--- src/rtl/pairwise_vector_distance_macros.svh ---
// Assertion macros shared by the pairwise vector distance RTL.
// Every macro samples on aclk and is disabled while aresetn is low.
`ifndef PAIRWISE_VECTOR_DISTANCE_MACROS_SVH
`define PAIRWISE_VECTOR_DISTANCE_MACROS_SVH

// Consequent must hold in the same cycle as the antecedent.
`define PVD_ASSERT_SAME(lbl, ante, cons) \
    lbl: assert property (@(posedge aclk) disable iff (!aresetn) (ante) |-> (cons)) \
        else $error("pvd assertion failed (same cycle)");

// Consequent must hold in the cycle after the antecedent.
`define PVD_ASSERT_NEXT(lbl, ante, cons) \
    lbl: assert property (@(posedge aclk) disable iff (!aresetn) (ante) |=> (cons)) \
        else $error("pvd assertion failed (next cycle)");

`endif

--- src/rtl/pvd_pkg.sv ---
// Package for the pairwise vector distance block: widths, metric codes and
// the job record passed from the accumulator to the finishing engine. No dependencies.
`default_nettype none
package pvd_pkg;
    localparam int ELEM_W        = 16;
    localparam int SUM_W         = 48;
    localparam int DIST_W        = 32;
    localparam int ROOT_W        = SUM_W / 2;
    localparam int FRAC_BITS_DEF = 12;

    typedef enum logic [1:0] {
        METRIC_CITYBLOCK = 2'd0,
        METRIC_EUCLID    = 2'd1,
        METRIC_COSINE    = 2'd2,
        METRIC_NONE      = 2'd3
    } metric_t;

    typedef struct packed {
        metric_t            mode;
        logic [SUM_W-1:0]   primary;
        logic [SUM_W-1:0]   norm_a;
        logic [SUM_W-1:0]   norm_b;
    } pvd_job_t;
endpackage
`default_nettype wire

--- src/rtl/pvd_queue.sv ---
// Two-entry job queue between the accumulator and the finishing engine.
// Uses pvd_pkg for the job record.
`default_nettype none
module pvd_queue
    import pvd_pkg::*;
(
    input  wire logic      aclk,
    input  wire logic      aresetn,
    input  wire logic      push,
    input  wire pvd_job_t  push_data,
    output logic           push_ready,
    output logic           pop_valid,
    output pvd_job_t       pop_data,
    input  wire logic      pop
);
    pvd_job_t    mem_reg [2];
    logic        wr_ptr_reg;
    logic        rd_ptr_reg;
    logic [1:0]  count_reg;

    assign push_ready = count_reg != 2'd2;
    assign pop_valid  = count_reg != 2'd0;
    assign pop_data   = mem_reg[rd_ptr_reg];

    always_ff @(posedge aclk) begin
        if (!aresetn) begin
            wr_ptr_reg <= 1'b0;
            rd_ptr_reg <= 1'b0;
            count_reg  <= 2'd0;
        end else begin
            if (push)
                wr_ptr_reg <= !wr_ptr_reg;
            if (pop)
                rd_ptr_reg <= !rd_ptr_reg;
            count_reg <= count_reg + 2'(push) - 2'(pop);
        end
    end

    always_ff @(posedge aclk) begin
        if (push)
            mem_reg[wr_ptr_reg] <= push_data;
    end
endmodule
`default_nettype wire

--- config.mk ---
export PLATFORM = sky130hd
export DESIGN_NAME = pvd_queue
export DESIGN_NICKNAME = d
export VERILOG_FILES = /design/src/rtl/pairwise_vector_distance_macros.svh /design/src/rtl/pvd_pkg.sv /design/src/rtl/pvd_queue.sv
export SDC_FILE = /design/constraint.sdc
export NUM_CORES = 1
export LEC_CHECK = 0
export ABC_AREA = 1
export BUFFER_PORTS_ARGS = -buffer_cell sky130_fd_sc_hd__buf_4
export CAP_MARGIN = 25
export CORE_ASPECT_RATIO = 0.9
export CORE_MARGIN = 3
export CORE_UTILIZATION = 55
export CTS_CLUSTER_DIAMETER = 120
export DETAILED_ROUTE_END_ITERATION = 12
export PLACE_DENSITY_LB_ADDON = 0.2
export SLEW_MARGIN = 5
export SYNTH_ARGS = -nofsm -noshare
export SYNTH_HDL_FRONTEND = slang
export SYNTH_SLANG_ARGS = --single-unit
--- constraint.sdc ---
create_clock -name aclk -period 14.7 [get_ports aclk]
set_clock_uncertainty 0.05 [all_clocks]
set_input_delay 0.735 -clock aclk [delete_from_list [all_inputs] [get_ports aclk]]
set_output_delay 0.735 -clock aclk [all_outputs]
set_load 0.1 [all_outputs]
==> metrics <==
DRT Pass-1 Iters=4; Fmax=around 270 MHz; CP Capture Type=output pin; max reg flops=a little under 300; DR iter-0 viols=329; Tcrit/Tclk final=0.2477; Longest Clk Path Bufs=3; TritonCTS Sinks=around 300; H-tree depth=1; main combinational cell family by area after synthesis=multiplexers; slowest stage cell, crit path=dfxtp_4; Hold Crit Depth=1; largest net degree at the start of global routing=84; post-CTS resize count=0; P&R area growth vs syn=30.41%; Slew Limit Headroom=0.3791; Die W=154 um; Synth Area in XOR/XNOR=0; Synth top cells by count=edfxtp_1, mux2_2, clkbuf_8, nand2_1; final wirelength=21350 um; RSZ-0062 raised after global routing=false; Worst Path Required=13.91 ns; Pwr Density=around 150 nW/um2; Die Ht=around 140 um; post-DP HPWL=around 14000 um; Distinct cells, synth=11; mux contribution to synthesized area=0.1516; area leader, netlist=edfxtp_1; Top-Level Pins=298; top-area cell type share of the netlist area=0.8087; setup_tns=0 ns; Worst path top cell family by delay=buffers and inverters; max incr delay on CP=slightly above 0.8 ns; synthesized area=between 10000 and 15000 um2; clk root buf=clkbuf_16; Initial Util=0.5624; WL per Instance=roughly 20 um; hold_buf cts=0; fraction of registers with async set/reset=0; worst skew pair latency=0.52 ns; IO Port Bufs=297; EDFF count, synth=between 200 and 300; core area=between 15000 and 20000 um2; Fillers=roughly 1200; clock-pin slew on the worst setup and hold paths=roughly 0.06 ns; post-synthesis net count=roughly 640; cell count after placement=1023; DRC=0; status=finished, final reports clean; TritonCTS clock tree=built; top post-synthesis cells by area=edfxtp_1, mux2_2, clkbuf_8; Levels on crit path=4; antenna diode count=0; Final Non-Filler Cells=around 1100; number of global-route vias before repair=slightly below 6000; via count=~5600; Post-Synthesis Cells=a little under 500; Synth Area in Simple Gates=0.006347; Register-to-Register Setup Slack=11.64 ns; Die ar.=~21000 um2; post-route ant nets=0; Top FF cell, synth=edfxtp_1; FF+latch count, synth=between 200 and 300; Final #Nets=around 960; Pleak=approximately 5.3 nW; setup bufs post-CTS=0; Max Slew Vio Count=0; CP max FO=71; maxcap violations=0; YS warnings=0; startpoint class of the critical path=register; Synth Area in Adders=0.002308; Via density=just over 5; Total GRT Usage=0.1896; count leader, synth=edfxtp_1; # rows=48; layout cells sized above 1=0.5925; CTS Buf Count=29; CP most frequent cell=buf_4; register area share after synthesis=0.8179; min Tclk post-route=3.640 ns; Worst Reg2Reg Path Length in Cells=3; Final setup viols=0; initial antenna violation count=0; worst path cell trace=buf_4, buf_16, mux2_2, buf_4; compound-cell area share of the yosys netlist=0.0004616; global-route wire length before repair=around 32000 um; CP Buf/Inv Count=3; GRT overflow=0; Final Hold Viols=0; crit path kind=register to output pin; Max VDD drop=roughly 0.11 mV; CP Data Arrival Time=roughly 2.9 ns; HP Class=input port to register; routability cong.=0.7684; Worst-Margin Slew=0.9291 ns; Total Power=roughly 2.1 mW; synthesized area per cell=22.26 um2
## where the power goes
| part | switching [mW] | internal, mW |
|---|---|---|
| clock network | 0.286 | 0.377 |
| logic | 0.348 | 0.111 |
| registers | 0.0142 | 0.981 |
## worst paths after layout
| check | to | from |
|---|---|---|
| min | mem_reg[0][25]$_DFFE_PP_ | push_data[25] |
| max | pop_data[90] | register |
| min reg2reg | rd_ptr_reg$_SDFFE_PN0P_ | rd_ptr_reg$_SDFFE_PN0P_ |
| max reg2reg | mem_reg[0][0]$_DFFE_PP_ | wr_ptr_reg$_SDFFE_PN0P_ |
## through the flow
stage               hold WS, ns  setup WS, ns  instance area [um2]    util
floorplan                0.4135         7.113                10840       -
global placement         0.4277         11.12                13230  0.6861
detailed placement       0.4652         11.04                13250  0.6875
CTS                      0.3177         11.01                14110  0.7320
global route             0.3174         10.92                14140  0.7335
finish                   0.3439         11.06                14140  0.7335
## cell families after synthesis
family	count (synthesis)
DFF	297
muxes	146
buffers and inverters	23
and+or+nand+nor	18
adders and majority gates	2
AOI/OAI and AO/OA	1
## routing by layer
metal | track usage | part of all wire | vias to the layer above
met1 | 0.2403 | 0.38 | 2770
met3 | 0.04587 | 0.082 | 37
met2 | 0.3284 | 0.50 | 233
met5 | 0 | 0 | -
met4 | 0.05483 | 0.028 | 0
li1 | - | - | 2553
## layout make-up
class	count	area [um2]	share of cell area
tap	250	312.8	0.02212
clock buffer	33	740.7	0.05238
inverter	7	31.28	0.002212
timing repair buffer	303	2315	0.1637
clock inverter	20	117.6	0.008318
sequential	297	8872	0.6275
multi-input combinational	167	1750	0.1238
## worst reg2reg max path: cells and delay by family, from the launching register on
family                 cells  cell delay, ns
buffers and inverters      2            1.51
and+or+nand+nor            1            0.75
DFF                        1            0.35
## placed cells by master (no fill, tap or decap), types with 4 or more instances in the layout
| cell | n |
|---|---|
| clkinv_1 | 11 |
| nand2_1 | 10 |
| clkbuf_16 | 29 |
| inv_1 | 6 |
| buf_4 | 301 |
| dfxtp_1 | 4 |
| clkinv_2 | 6 |
| nor2_1 | 6 |
| edfxtp_1 | 292 |
| mux2_2 | 146 |
| clkbuf_1 | 4 |
Note: power is estimated with default switching activity, not from simulation.
