--- config.mk ---
export PLATFORM = sky130hd
export DESIGN_NAME = pvd_front
export DESIGN_NICKNAME = d
export VERILOG_FILES = /design/src/rtl/pairwise_vector_distance_macros.svh /design/src/rtl/pvd_pkg.sv /design/src/rtl/pvd_front.sv
export SDC_FILE = /design/constraint.sdc
export NUM_CORES = 2
export LEC_CHECK = 0
export ABC_CLOCK_PERIOD_IN_PS = 11300
export BUFFER_PORTS_ARGS = -buffer_cell sky130_fd_sc_hd__buf_4
export CORE_ASPECT_RATIO = 0.75
export CORE_MARGIN = 10
export CORE_UTILIZATION = 65
export DETAILED_ROUTE_END_ITERATION = 16
export GPL_TIMING_DRIVEN = 0
export PLACE_DENSITY = 0.83
export REMOVE_ABC_BUFFERS = 1
export SETUP_SLACK_MARGIN = 0.5
export SLEW_MARGIN = 20
export SYNTH_ARGS = -nofsm -noshare
export SYNTH_HDL_FRONTEND = slang
export SYNTH_SLANG_ARGS = --single-unit
export TNS_END_PERCENT = 50
--- constraint.sdc ---
create_clock -name aclk -period 11.3 [get_ports aclk]
set_clock_uncertainty 0.15 [all_clocks]
set_input_delay 0.565 -clock aclk [delete_from_list [all_inputs] [get_ports aclk]]
set_output_delay 0.565 -clock aclk [all_outputs]
set_load 0.02 [all_outputs]
--- src/rtl/pairwise_vector_distance_macros.svh ---
// Assertion macros shared by the pairwise vector distance RTL.
// Every macro samples on aclk and is disabled while aresetn is low.
`ifndef PAIRWISE_VECTOR_DISTANCE_MACROS_SVH
`define PAIRWISE_VECTOR_DISTANCE_MACROS_SVH

// Consequent must hold in the same cycle as the antecedent.
`define PVD_ASSERT_SAME(lbl, ante, cons) \
    lbl: assert property (@(posedge aclk) disable iff (!aresetn) (ante) |-> (cons)) \
        else $error("pvd assertion failed (same cycle)");

// Consequent must hold in the cycle after the antecedent.
`define PVD_ASSERT_NEXT(lbl, ante, cons) \
    lbl: assert property (@(posedge aclk) disable iff (!aresetn) (ante) |=> (cons)) \
        else $error("pvd assertion failed (next cycle)");

`endif

--- src/rtl/pvd_pkg.sv ---
// Package for the pairwise vector distance block: widths, metric codes and
// the job record passed from the accumulator to the finishing engine. No dependencies.
`default_nettype none
package pvd_pkg;
    localparam int ELEM_W        = 16;
    localparam int SUM_W         = 48;
    localparam int DIST_W        = 32;
    localparam int ROOT_W        = SUM_W / 2;
    localparam int FRAC_BITS_DEF = 12;

    typedef enum logic [1:0] {
        METRIC_CITYBLOCK = 2'd0,
        METRIC_EUCLID    = 2'd1,
        METRIC_COSINE    = 2'd2,
        METRIC_NONE      = 2'd3
    } metric_t;

    typedef struct packed {
        metric_t            mode;
        logic [SUM_W-1:0]   primary;
        logic [SUM_W-1:0]   norm_a;
        logic [SUM_W-1:0]   norm_b;
    } pvd_job_t;
endpackage
`default_nettype wire

--- src/rtl/pvd_front.sv ---
// Front end: takes element pairs, squares/multiplies them in one stage and
// accumulates the three saturating sums; the last pair pushes a job. Uses pvd_pkg.
`default_nettype none
module pvd_front
    import pvd_pkg::*;
(
    input  wire logic              aclk,
    input  wire logic              aresetn,
    input  wire logic              cfg_wr_en,
    input  wire logic [1:0]        cfg_wr_data,
    input  wire logic              s_tvalid,
    output logic                   s_tready,
    input  wire logic [31:0]       s_tdata,
    input  wire logic              s_tlast,
    output logic                   job_push,
    output pvd_job_t               job_data,
    input  wire logic              job_ready
);
    metric_t                   mode_reg;
    logic                      s1_valid_reg;
    logic                      s1_last_reg;
    metric_t                   s1_mode_reg;
    logic signed [35:0]        s1_pterm_reg;
    logic [31:0]               s1_aa_reg;
    logic [31:0]               s1_bb_reg;
    logic [SUM_W-1:0]          psum_reg;
    logic [SUM_W-1:0]          nasum_reg;
    logic [SUM_W-1:0]          nbsum_reg;

    logic signed [ELEM_W-1:0]  a_elem;
    logic signed [ELEM_W-1:0]  b_elem;
    logic signed [ELEM_W:0]    d_val;
    logic [ELEM_W:0]           d_abs;
    logic signed [17:0]        mul_x;
    logic signed [17:0]        mul_y;
    logic signed [35:0]        mul_p;
    logic signed [35:0]        pterm;
    logic                      stall;
    logic                      accept;
    logic signed [SUM_W:0]     ps_signed;
    logic [SUM_W:0]            ps_unsigned;
    logic [SUM_W-1:0]          psum_next;
    logic [SUM_W:0]            na_wide;
    logic [SUM_W:0]            nb_wide;
    logic [SUM_W-1:0]          nasum_next;
    logic [SUM_W-1:0]          nbsum_next;

    assign a_elem = s_tdata[ELEM_W-1:0];
    assign b_elem = s_tdata[2*ELEM_W-1:ELEM_W];
    assign d_val  = (ELEM_W+1)'(a_elem) - (ELEM_W+1)'(b_elem);
    assign d_abs  = d_val[ELEM_W] ? (ELEM_W+1)'(-d_val) : d_val;

    always_comb begin
        if (mode_reg == METRIC_EUCLID) begin
            mul_x = $signed({1'b0, d_abs});
            mul_y = $signed({1'b0, d_abs});
        end else begin
            mul_x = 18'(a_elem);
            mul_y = 18'(b_elem);
        end
        mul_p = mul_x * mul_y;
        case (mode_reg)
            METRIC_CITYBLOCK: pterm = $signed({19'd0, d_abs});
            METRIC_EUCLID,
            METRIC_COSINE:    pterm = mul_p;
            default:          pterm = '0;
        endcase
    end

    // Only a closing pair needs queue space; everything else flows.
    assign stall    = s1_valid_reg && s1_last_reg && !job_ready;
    assign s_tready = !stall;
    assign accept   = s_tvalid && s_tready;

    always_comb begin
        ps_signed   = $signed({psum_reg[SUM_W-1], psum_reg})
                    + (SUM_W+1)'(s1_pterm_reg);
        ps_unsigned = {1'b0, psum_reg} + (SUM_W+1)'($unsigned(s1_pterm_reg));
        if (s1_mode_reg == METRIC_COSINE) begin
            if (ps_signed[SUM_W] != ps_signed[SUM_W-1])
                psum_next = ps_signed[SUM_W] ? {1'b1, {(SUM_W-1){1'b0}}}
                                             : {1'b0, {(SUM_W-1){1'b1}}};
            else
                psum_next = ps_signed[SUM_W-1:0];
        end else begin
            psum_next = ps_unsigned[SUM_W] ? '1 : ps_unsigned[SUM_W-1:0];
        end
        na_wide    = {1'b0, nasum_reg} + (SUM_W+1)'(s1_aa_reg);
        nb_wide    = {1'b0, nbsum_reg} + (SUM_W+1)'(s1_bb_reg);
        nasum_next = na_wide[SUM_W] ? '1 : na_wide[SUM_W-1:0];
        nbsum_next = nb_wide[SUM_W] ? '1 : nb_wide[SUM_W-1:0];
    end

    assign job_push       = s1_valid_reg && s1_last_reg && job_ready;
    assign job_data.mode    = s1_mode_reg;
    assign job_data.primary = psum_next;
    assign job_data.norm_a  = nasum_next;
    assign job_data.norm_b  = nbsum_next;

    always_ff @(posedge aclk) begin
        if (!aresetn) begin
            mode_reg     <= METRIC_CITYBLOCK;
            s1_valid_reg <= 1'b0;
            psum_reg     <= '0;
            nasum_reg    <= '0;
            nbsum_reg    <= '0;
        end else begin
            if (cfg_wr_en)
                mode_reg <= metric_t'(cfg_wr_data);
            if (!stall) begin
                s1_valid_reg <= accept;
                if (s1_valid_reg) begin
                    if (s1_last_reg) begin
                        psum_reg  <= '0;
                        nasum_reg <= '0;
                        nbsum_reg <= '0;
                    end else begin
                        psum_reg  <= psum_next;
                        nasum_reg <= nasum_next;
                        nbsum_reg <= nbsum_next;
                    end
                end
            end
        end
    end

    always_ff @(posedge aclk) begin
        if (!stall) begin
            s1_last_reg  <= s_tlast;
            s1_mode_reg  <= mode_reg;
            s1_pterm_reg <= pterm;
            s1_aa_reg    <= 32'($unsigned(32'(a_elem) * 32'(a_elem)));
            s1_bb_reg    <= 32'($unsigned(32'(b_elem) * 32'(b_elem)));
        end
    end
endmodule
`default_nettype wire

==> flow_summary_export.csv <==
group,metric,value,unit
status,status,"finished clean",
sta,maxSlewHeadroom,20.0,%
placement,dp_slack,-0.597,ns
detailed_routing,dr.pass1.iters,9,
clock_network,clk_path_buf_depth,3,
die,start_util,65.8,%
grt,grt_pass1_wl,216000,um
clock_network,cts.reportedPaths.clkPinSlew,0.07,ns
sta,fin_worst_hold_slack,0.0532,ns
grt,grt_max_degree,51,
detailed_routing,via_per_inst,6.02,
sta,worst_pin_slew,1.20,ns
sta,finalSetupViolations,0,
detailed_routing,wl,138000,um
critical_path,worstSetupStartpoint,"s_tdata[25]",
clock_network,cts_root_buffer,"clkbuf_16",
placement,placed_cells,6405,
critical_path,cp_slowest_cell,"xnor2_1",
clock_network,cts_tree,"done",
logic_synthesis,ys_warn_count,0,
logic_synthesis,synth.distinct_cells,92,
layout,mostFrequentLayoutCell,"inv_1",
critical_path,r2r_start,"mode_reg[1]",
critical_path,crit_fanout,14,
grt,grt-ovfl-total,0,
critical_path,startpoint_type,"input port",
critical_path,worstRegToRegCells,24,
layout,final_nets,6743,
hold_path,hold_path.class,"in2reg",
sta,report.final.slew_viol_count,0,
sta,fmax,95.0,MHz
layout,final_cell_mix,"inv_1 (1048), fa_1 (808), nand2_1 (537), nor2_1 (426), ha_1 (401)",
detailed_routing,drcViolationCount,0,
die,row_count,85,
logic_synthesis,synth_top_cell_by_area,"fa_1",
layout,synthToLayoutAreaGrowth,7.20,%
sta,rsz0062_at_grt,"no",
grt,grt_usage,32.3,%
clock_network,clk_latency,0.56,ns
detailed_routing,ant_nets,0,
layout,fillers,5586,
placement,portBuffers,187,
logic_synthesis,synth-seq-cells,248,
placement,gp_congestion,1.03,
sta,setup_slack,0.777,ns
logic_synthesis,ys_seq_area_share,12.6,%
hold_path,hold_path_depth,1,
die,ios,188,
sta,finalCritPeriodShare,93.1,%
critical_path,r2r_setup_slack,1.63,ns
critical_path,critPathCaptureType,"flip-flop",
clock_network,ctsHoldBuffers,0,
logic_synthesis,synth_area_leaders,"fa_1 (34%), ha_1 (11%), inv_1 (8.3%), edfxtp_1 (6.4%), dfxtp_1 (6.2%)",
logic_synthesis,synth_top_area_share,34.1,%
logic_synthesis,async_flop_share,0,%
sta,period_minus_slack,10.52,ns
logic_synthesis,syn_area_per_cell,8.76,um^2
clock_network,htree_num_levels,1,
detailed_routing,vias,38951,
logic_synthesis,synthesis.area,47500,um^2
hold_path,hold_path_end,"s1_last_reg",
critical_path,r2r-end,"s1_pterm_reg[32]",
critical_path,crit_top_cell,"fa_1",
die,dieArea,84400,um^2
detailed_routing,avgRoutedWirePerCell,21.3,um
critical_path,crit_type,"in2reg",
logic_synthesis,synth-edff-count,101,
critical_path,max_stage_delay,0.69,ns
job,drv_cap,0,
layout,instances_no_fill,6472,
sta,hold_viol,0,
critical_path,arrival,10.71,ns
hold_path,holdCritStartpoint,"s_tlast",
logic_synthesis,synthCells,5419,
layout,drive_above_1_share,6.93,%
detailed_routing,drtIter0Drc,4085,
logic_synthesis,synth_ff_type,"dfxtp_1",
clock_network,numCtsBuffers,26,
critical_path,critPathRequiredTime,11.49,ns
grt,antenna_found_initial,6,
grt,grt_pass1_vias,38875,
die,die_w,332,um
placement,place.detailed.hpwl,111000,um
die,die_h,254,um
clock_network,cts.sinks,248,
die,core_area,72100,um^2
[cells in the mapped netlist, types with 11 or more instances]
master and number:
nor3_1 54, nand2b_1 51, mux2_2 14, clkbuf_1 152, nand2_2 16, buf_2 13
a21boi_0 26, a22o_1 35, nor2_1 428, o21ai_1 13, fa_1 808, clkinv_1 11
inv_1 1050, nor2b_1 59, o21ai_0 188, o21a_1 34, dfxtp_1 147, a211oi_1 23
a31oi_1 31, nand4_1 28, or2_2 23, a21oi_1 257, a21o_1 135, mux2i_1 14
nand3_1 75, edfxtp_1 101, o31ai_1 18, and3_1 45, xor2_1 91, o211ai_1 33
xnor2_1 157, or3_1 24, nand2_1 538, a22oi_1 35, o21bai_1 28, and2_1 79
ha_1 402
[per-layer routing]
| layer | GRT usage [%] | wire length (um) |
|---|---|---|
| met5 | 1.24 | 223 |
| met4 | 8.33 | 4010 |
| met3 | 10.1 | 19200 |
| met2 | 47.1 | 57300 |
| met1 | 46.1 | 57200 |
[worst max path at each step]
| stage | slack, ns | end |
|---|---|---|
| after floorplan | 1.36 | s1_pterm_reg[32] |
| after global placement | -3.64 | psum_reg[43] |
| after detailed placement | -0.60 | s1_pterm_reg[32] |
| after CTS | 0.63 | s1_pterm_reg[32] |
| after global routing | 0.50 | s1_pterm_reg[32] |
| final | 0.78 | s1_pterm_reg[32] |
[cells by family (layout without fill, tap and decap cells)]
group,Yosys count,in the layout,share of synthesized area [%]
flip-flops,248,248,12.6
XOR/XNOR,249,249,4.62
adder cells (fa/ha/maj),1210,1210,44.7
other,0,2,0
AND/OR/NAND/NOR,1466,1466,14.1
multiplexers,28,28,0.627
AO/OA/AOI/OAI,980,980,13.6
buffers and inverters,1238,1332,9.88
[final cells by class]
type	instances	area, um^2	area share [%]
well taps	957	1200	2.35
flip-flops and latches	248	5980	11.7
clock inverters	17	164	0.322
clock buffers	31	691	1.36
diodes	2	5.00	0.00983
repair buffers	221	1790	3.52
inverters	1063	4010	7.88
multi-input cells	3933	37100	72.8
[through the flow]
stage          utilization, %  TNS (ns)  instance area [um^2]
6_report                 70.6         0                 50900
5_1_grt                  70.6         0                 50900
4_1_cts                  70.2         0                 50600
3_5_place_dp             69.0     -4.10                 49700
3_3_place_gp             68.5   -265.23                 49400
2_1_floorplan               -         0                 46800
[timing repair]
action                                  CTS  global route
endpoints found under the setup margin   14            14
resized for setup                         5            27
pin swaps                                 0             3
setup buffers                             0            16
[critical path: cells and delay by family]
kind                       cells  cell delay, ns
adders and majority gates      8            3.91
buffers and inverters          8            1.34
AOI/OAI and AO/OA             10            3.01
and+or+nand+nor                3            0.51
muxes                          2            0.65
xor gates and xnor gates       1            0.69
Power is left out: the tool's default activity adds up to more than one toggle a clock period on the data nets, which glitch-free logic cannot reach.
