**src/rtl/pairwise_vector_distance_macros.svh**
```systemverilog
// Assertion macros shared by the pairwise vector distance RTL.
// Every macro samples on aclk and is disabled while aresetn is low.
`ifndef PAIRWISE_VECTOR_DISTANCE_MACROS_SVH
`define PAIRWISE_VECTOR_DISTANCE_MACROS_SVH

// Consequent must hold in the same cycle as the antecedent.
`define PVD_ASSERT_SAME(lbl, ante, cons) \
    lbl: assert property (@(posedge aclk) disable iff (!aresetn) (ante) |-> (cons)) \
        else $error("pvd assertion failed (same cycle)");

// Consequent must hold in the cycle after the antecedent.
`define PVD_ASSERT_NEXT(lbl, ante, cons) \
    lbl: assert property (@(posedge aclk) disable iff (!aresetn) (ante) |=> (cons)) \
        else $error("pvd assertion failed (next cycle)");

`endif

```
**src/rtl/pvd_pkg.sv**
```systemverilog
// Package for the pairwise vector distance block: widths, metric codes and
// the job record passed from the accumulator to the finishing engine. No dependencies.
`default_nettype none
package pvd_pkg;
    localparam int ELEM_W        = 16;
    localparam int SUM_W         = 48;
    localparam int DIST_W        = 32;
    localparam int ROOT_W        = SUM_W / 2;
    localparam int FRAC_BITS_DEF = 12;

    typedef enum logic [1:0] {
        METRIC_CITYBLOCK = 2'd0,
        METRIC_EUCLID    = 2'd1,
        METRIC_COSINE    = 2'd2,
        METRIC_NONE      = 2'd3
    } metric_t;

    typedef struct packed {
        metric_t            mode;
        logic [SUM_W-1:0]   primary;
        logic [SUM_W-1:0]   norm_a;
        logic [SUM_W-1:0]   norm_b;
    } pvd_job_t;
endpackage
`default_nettype wire

```
**src/rtl/pvd_back.sv**
```systemverilog
// Finishing engine: bit-pair square root, one multiply and a restoring
// divider turn a job into a distance. Uses pvd_pkg and the assertion macros.
`default_nettype none
`include "pairwise_vector_distance_macros.svh"
module pvd_back
    import pvd_pkg::*;
#(
    parameter int FRAC_BITS = FRAC_BITS_DEF
) (
    input  wire logic          aclk,
    input  wire logic          aresetn,
    input  wire logic          job_valid,
    input  wire pvd_job_t      job_data,
    output logic               job_pop,
    output logic               m_tvalid,
    input  wire logic          m_tready,
    output logic [DIST_W-1:0]  m_tdata
);
    localparam int DIFF_W = SUM_W + 1;
    localparam int DVD_W  = DIFF_W + FRAC_BITS;
    localparam int DCNT_W = $clog2(DVD_W + 1);
    localparam int RCNT_W = $clog2(ROOT_W + 1);
    localparam int SQR_W  = ROOT_W + 3;

    typedef enum logic [2:0] {
        S_IDLE, S_ROOT_P, S_ROOT_A, S_ROOT_B, S_MUL, S_DIFF, S_DIV, S_OUT
    } state_t;

    state_t               state_reg;
    pvd_job_t             job_reg;
    logic [SUM_W-1:0]     x_reg;
    logic [SQR_W-1:0]     sq_rem_reg;
    logic [ROOT_W-1:0]    root_reg;
    logic [RCNT_W-1:0]    sq_cnt_reg;
    logic [ROOT_W-1:0]    na_reg;
    logic [ROOT_W-1:0]    nb_reg;
    logic [SUM_W-1:0]     den_reg;
    logic [DVD_W-1:0]     dvd_reg;
    logic [SUM_W-1:0]     drem_reg;
    logic [DVD_W-1:0]     quo_reg;
    logic [DCNT_W-1:0]    dcnt_reg;
    logic [DIST_W-1:0]    out_reg;

    logic [SQR_W-1:0]     sq_rem_sh;
    logic [SQR_W-1:0]     sq_trial;
    logic                 sq_ge;
    logic [ROOT_W-1:0]    root_next;
    logic                 sq_last;
    logic [SUM_W:0]       drem_sh;
    logic                 d_ge;
    logic [DVD_W-1:0]     quo_next;
    logic signed [DIFF_W:0] diff_s;

    // Square root: two radicand bits per step, one root bit out.
    assign sq_rem_sh = {sq_rem_reg[SQR_W-3:0], x_reg[SUM_W-1 -: 2]};
    assign sq_trial  = {1'b0, root_reg, 2'b01};
    assign sq_ge     = sq_rem_sh >= sq_trial;
    assign root_next = {root_reg[ROOT_W-2:0], sq_ge};
    assign sq_last   = sq_cnt_reg == RCNT_W'(ROOT_W - 1);

    assign drem_sh  = {drem_reg, dvd_reg[DVD_W-1]};
    assign d_ge     = drem_sh >= {1'b0, den_reg};
    assign quo_next = {quo_reg[DVD_W-2:0], d_ge};

    assign diff_s = $signed({2'b00, den_reg})
                  - $signed({{2{job_reg.primary[SUM_W-1]}}, job_reg.primary});

    assign job_pop  = (state_reg == S_IDLE) && job_valid;
    assign m_tvalid = state_reg == S_OUT;
    assign m_tdata  = out_reg;

    always_ff @(posedge aclk) begin
        if (!aresetn) begin
            state_reg <= S_IDLE;
        end else begin
            case (state_reg)
                S_IDLE: begin
                    if (job_valid) begin
                        job_reg    <= job_data;
                        sq_rem_reg <= '0;
                        root_reg   <= '0;
                        sq_cnt_reg <= '0;
                        case (job_data.mode)
                            METRIC_CITYBLOCK: begin
                                out_reg   <= (|job_data.primary[SUM_W-1:DIST_W]) ? '1
                                             : job_data.primary[DIST_W-1:0];
                                state_reg <= S_OUT;
                            end
                            METRIC_EUCLID: begin
                                x_reg     <= job_data.primary;
                                state_reg <= S_ROOT_P;
                            end
                            METRIC_COSINE: begin
                                x_reg     <= job_data.norm_a;
                                state_reg <= S_ROOT_A;
                            end
                            default: begin
                                out_reg   <= '0;
                                state_reg <= S_OUT;
                            end
                        endcase
                    end
                end
                S_ROOT_P, S_ROOT_A, S_ROOT_B: begin
                    sq_rem_reg <= sq_ge ? sq_rem_sh - sq_trial : sq_rem_sh;
                    root_reg   <= root_next;
                    x_reg      <= {x_reg[SUM_W-3:0], 2'b00};
                    sq_cnt_reg <= sq_cnt_reg + RCNT_W'(1);
                    if (sq_last) begin
                        case (state_reg)
                            S_ROOT_P: begin
                                out_reg   <= DIST_W'(root_next);
                                state_reg <= S_OUT;
                            end
                            S_ROOT_A: begin
                                na_reg     <= root_next;
                                x_reg      <= job_reg.norm_b;
                                sq_rem_reg <= '0;
                                root_reg   <= '0;
                                sq_cnt_reg <= '0;
                                state_reg  <= S_ROOT_B;
                            end
                            default: begin
                                nb_reg <= root_next;
                                if (na_reg == '0 || root_next == '0) begin
                                    // zero norm reads as distance 1.0
                                    out_reg   <= DIST_W'(1) << FRAC_BITS;
                                    state_reg <= S_OUT;
                                end else begin
                                    state_reg <= S_MUL;
                                end
                            end
                        endcase
                    end
                end
                S_MUL: begin
                    den_reg   <= SUM_W'(na_reg * nb_reg);
                    state_reg <= S_DIFF;
                end
                S_DIFF: begin
                    if (diff_s[DIFF_W] || diff_s == '0) begin
                        out_reg   <= '0;
                        state_reg <= S_OUT;
                    end else begin
                        dvd_reg   <= {diff_s[DIFF_W-1:0], {FRAC_BITS{1'b0}}};
                        drem_reg  <= '0;
                        quo_reg   <= '0;
                        dcnt_reg  <= '0;
                        state_reg <= S_DIV;
                    end
                end
                S_DIV: begin
                    drem_reg <= d_ge ? SUM_W'(drem_sh - {1'b0, den_reg}) : SUM_W'(drem_sh);
                    dvd_reg  <= {dvd_reg[DVD_W-2:0], 1'b0};
                    quo_reg  <= quo_next;
                    dcnt_reg <= dcnt_reg + DCNT_W'(1);
                    if (dcnt_reg == DCNT_W'(DVD_W - 1)) begin
                        out_reg   <= (|quo_next[DVD_W-1:DIST_W]) ? '1
                                     : quo_next[DIST_W-1:0];
                        state_reg <= S_OUT;
                    end
                end
                S_OUT: begin
                    if (m_tready)
                        state_reg <= S_IDLE;
                end
                default: state_reg <= S_IDLE;
            endcase
        end
    end

    `PVD_ASSERT_NEXT(a_pop_leaves_idle, job_pop, state_reg != S_IDLE)
    `PVD_ASSERT_SAME(a_div_rem_below_den, state_reg == S_DIV, drem_reg < den_reg)
    `PVD_ASSERT_SAME(a_mul_norms_nonzero, state_reg == S_MUL, na_reg != '0 && nb_reg != '0)
    `PVD_ASSERT_NEXT(a_out_held, m_tvalid && !m_tready, m_tvalid && $stable(m_tdata))
endmodule
`default_nettype wire

```
**config.mk**
```make
export PLATFORM = sky130hd
export DESIGN_NAME = pvd_back
export DESIGN_NICKNAME = d
export VERILOG_FILES = /design/src/rtl/pvd_pkg.sv /design/src/rtl/pvd_back.sv
export VERILOG_INCLUDE_DIRS = /design/src /design/src/rtl
export SDC_FILE = /design/constraint.sdc
export NUM_CORES = 2
export LEC_CHECK = 0
export BUFFER_PORTS_ARGS = -buffer_cell sky130_fd_sc_hd__buf_4
export CAP_MARGIN = 20
export CELL_PAD_IN_SITES_DETAIL_PLACEMENT = 1
export CELL_PAD_IN_SITES_GLOBAL_PLACEMENT = 1
export CORE_ASPECT_RATIO = 1.5
export CORE_MARGIN = 4
export CORE_UTILIZATION = 46
export CTS_CLUSTER_DIAMETER = 150
export DETAILED_ROUTE_END_ITERATION = 7
export GPL_ROUTABILITY_DRIVEN = 0
export HOLD_SLACK_MARGIN = 0.03
export PLACE_DENSITY = 0.76
export RECOVER_POWER = 25
export SLEW_MARGIN = 10
export SYNTH_ARGS = -nofsm -noshare
export SYNTH_HDL_FRONTEND = slang
export SYNTH_SLANG_ARGS = --single-unit
```
**constraint.sdc**
```tcl
create_clock -name aclk -period 10.5 [get_ports aclk]
set_clock_uncertainty 0.2 [all_clocks]
set_input_delay 1.05 -clock aclk [delete_from_list [all_inputs] [get_ports aclk]]
set_output_delay 1.05 -clock aclk [all_outputs]
set_load 0.01 [all_outputs]
```
==> run_results.csv <==
group,metric,value,unit
layout,drive_gt1_share,6.48,%
power,vdd_ir_drop_max,0.000133,V
critical_path,reg2reg_from,"na_reg[21]",
global_routing,grt_pass1_vias,39200,
logic_synthesis,syn_nets,5583,
die,die_area,0.105,sq mm
logic_synthesis,syn_area,0.0460,sq mm
clocking,insertion_delay,0.64,ns
clocking,clk_path_buf_depth,3,
critical_path,worstPathRequired,10.67,ns
critical_path,r2r_slack,1.88,ns
routing,firstDrtPassIters,5,
critical_path,startpoint_type,"flop",
sta,fin_tns_setup,0,ns
global_routing,grt_start_max_net_pins,164,
layout,largest_reg_flops,96,
critical_path,crit_path_cell_trace,"buf_4 -> and2_1 -> fa_1 -> fa_1 -> inv_1 -> fa_1 -> fa_1 -> inv_1 -> fa_1 -> fa_1 -> inv_1 -> fa_1 -> inv_1 -> ha_1 -> a2111oi_0 -> nand2_1 -> a311oi_1 -> nand2_1 -> a21o_1 -> o211a_1 -> o21a_1 -> o21ai_0 -> mux2i_1 -> nand2_1",
critical_path,crit_arrival,8.80,ns
clocking,cts_setup_buffers,0,
die,core,0.0990,sq mm
routing,drtAntennaViolNets,0,
routing,drt-total-wl,151,mm
logic_synthesis,synth-edff-count,489,
logic_synthesis,yosys.area.top_type,"edfxtp_1",
logic_synthesis,yosysTopAreaCellShare,31.9,%
clocking,cts.sinks,492,
die,die_x,266,um
critical_path,crit_path_frequent_cell,"fa_1",
hold_path,whs_path_depth,2,
critical_path,cp_slowest_cell,"edfxtp_1",
sta,relSlewSlack,-85.9,%
logic_synthesis,synthFlopType,"edfxtp_1",
clocking,cts_tree,"done",
clocking,cts.hold.buffers_added,0,
critical_path,reg2reg_to,"den_reg[46]",
sta,setup_viol,0,
hold_path,min_path_type,"reg -> reg",
power,p_per_area,175,mW/mm^2
sta,post-route-period-util,82.1,%
placed_design,dpl.hpwl,117,mm
die,die_h,395,um
logic_synthesis,yosysMostFrequentCell,"inv_1",
global_routing,grt_pass1_wl,232,mm
logic_synthesis,yosysWarnings,0,
sta,fmax,116,MHz
routing,drt_iter0_markers,2353,
logic_synthesis,yosys-top-cells-count,"inv_1 (712), nand2_1 (514), edfxtp_1 (489), fa_1 (484), ha_1 (305)",
clocking,cts_buffers,51,
logic_synthesis,synth.top_cells.by_area,"edfxtp_1 (32%), fa_1 (21%), ha_1 (8.3%), inv_1 (5.8%), nand2_1 (4.2%)",
routing,wl_per_cell,25.0,um
critical_path,worstPathMaxFanout,17,
logic_synthesis,synthArstFlopShare,0,%
run,cap_viol_max_count,4,
clocking,postCtsResizedCells,0,
logic_synthesis,synth_cells,4644,
power,leakage,22.4,nW
logic_synthesis,avgSynthCellArea,9.91,sq um
clocking,clkTransAtPathRegs,0.06,ns
status,violations,"capacitance limit, slew limit",
die,io_pins,184,
clocking,htreeDepth,2,
logic_synthesis,yosysSeqAreaShare,32.1,%
routing,via_count,35100,
routing,avgViaCountPerCell,5.80,
logic_synthesis,yosysUniqueCellTypes,87,
global_routing,gr-total-overflow,0,
critical_path,endpoint_kind,"flop",
sta,tightest_slew,2.79,ns
die,floorplan.initialDensity,46.5,%
routing,drc,0,
critical_path,crit_type,"reg -> reg",
sta,finalHoldViolations,0,
die,rows,141,
sta,fin_crit,8.62,ns
clocking,clockRootBuffer,"clkbuf_16",
critical_path,r2r_cells,24,
layout,finalNetCount,5666,
global_routing,track_usage,28.6,%
sta,rsz0062_at_grt,"no",
critical_path,max_stage_delay,1.00,ns
global_routing,grt_antenna_before_repair,6,
layout,syn2layout_area_growth,8.90,%
hold_path,hold_path_end,"dvd_reg[24]",
status,run_status,"finished, violations left",
hold_path,worstHoldStart,"dvd_reg[23]",
placed_design,port_buffers,183,
layout,final_core_util,50.6,%
sta,drv_slew,191,
logic_synthesis,ys_ff_latch,492,
[stage by stage]
step                instance area (sq um)  hold slack (ns)  setup slack, ns  instances  total power, mW
floorplan                           46000            0.284             2.57       4644             5.64
global placement                    48700            0.289             2.07       5959             6.76
detailed placement                  48700            0.298             1.94       5959             6.90
CTS                                 50400            0.309             1.91       6051             8.83
global route                        50100            0.334             1.53       6057             9.32
finish                              50100            0.309             1.88       6060             8.78
[final cells by class]
| type | count | area (sq um) |
|---|---|---|
| Timing Repair Buffer | 246 | 1570 |
| Inverter | 712 | 2670 |
| Sequential cell | 492 | 14700 |
| Multi-Input combinational cell | 3224 | 27800 |
| Fill cell | 11100 | 48900 |
| Clock buffer | 59 | 1330 |
| Antenna cell | 7 | 17.5 |
| Tap cell | 1287 | 1610 |
| Clock inverter | 33 | 334 |
[worst max-delay path: cells and delay by family, from the launching register on]
kind | cells | cell delay (ns)
flip-flops | 1 | 1.00
multiplexers | 1 | 0.21
buffers and inverters | 5 | 0.63
AND/OR/NAND/NOR | 4 | 0.47
adder cells (fa/ha/maj) | 8 | 3.77
AO/OA/AOI/OAI | 6 | 2.08
[where the power goes]
group / leakage, nW / switching, mW / total [mW] / internal [mW]
clock network: 0.800 / 0.863 / 1.88 / 1.02
registers: 4.57 / 0.279 / 3.03 / 2.76
logic: 17.0 / 2.48 / 3.87 / 1.39
[cells by family (layout without fill, tap and decap cells)]
group / after synthesis / count (layout) / share of synthesized area, %
AND/OR/NAND/NOR: 1457 / 1457 / 15.7
buffers and inverters: 928 / 1050 / 7.67
adder cells (fa/ha/maj): 789 / 789 / 29.4
AO/OA/AOI/OAI: 735 / 735 / 10.4
flip-flops: 492 / 492 / 32.1
XOR/XNOR: 145 / 145 / 2.76
multiplexers: 98 / 98 / 2.14
other: 0 / 7 / 0
[placed cells by master (no fill, tap or decap), types with 71 or more instances in the layout]
master | Yosys | routed
nor2_1 | 235 | 231
inv_1 | 712 | 712
nor2b_1 | 71 | 71
mux2i_1 | 95 | 95
and2_1 | 302 | 300
ha_1 | 305 | 304
buf_4 | 1 | 117
clkbuf_1 | 183 | 89
a21oi_1 | 257 | 256
nand2_1 | 514 | 514
edfxtp_1 | 489 | 489
o21ai_0 | 136 | 136
fa_1 | 484 | 484
xnor2_1 | 95 | 95
[metal layers]
layer / track usage (%) / part of all wire (%) / up-vias
li1: - / - / 15600
met1: 31.9 / 36 / 18100
met2: 52.3 / 52 / 1058
met3: 3.47 / 4.6 / 415
met4: 16.8 / 7.2 / 2
met5: 0 / 0.0073 / -
[worst max path at each step]
stage / startpoint / end / slack (ns) / cells past startpoint
3_5_place_dp: na_reg[21] / den_reg[46] / 1.94 / 24
3_3_place_gp: na_reg[21] / den_reg[46] / 2.07 / 24
6_report: na_reg[21] / den_reg[46] / 1.88 / 24
2_1_floorplan: job_reg[96] / dcnt_reg[0] / 2.57 / 13
4_1_cts: na_reg[21] / den_reg[46] / 1.91 / 24
5_1_grt: na_reg[21] / den_reg[46] / 1.53 / 24
Note: power is estimated with default switching activity, not from simulation.
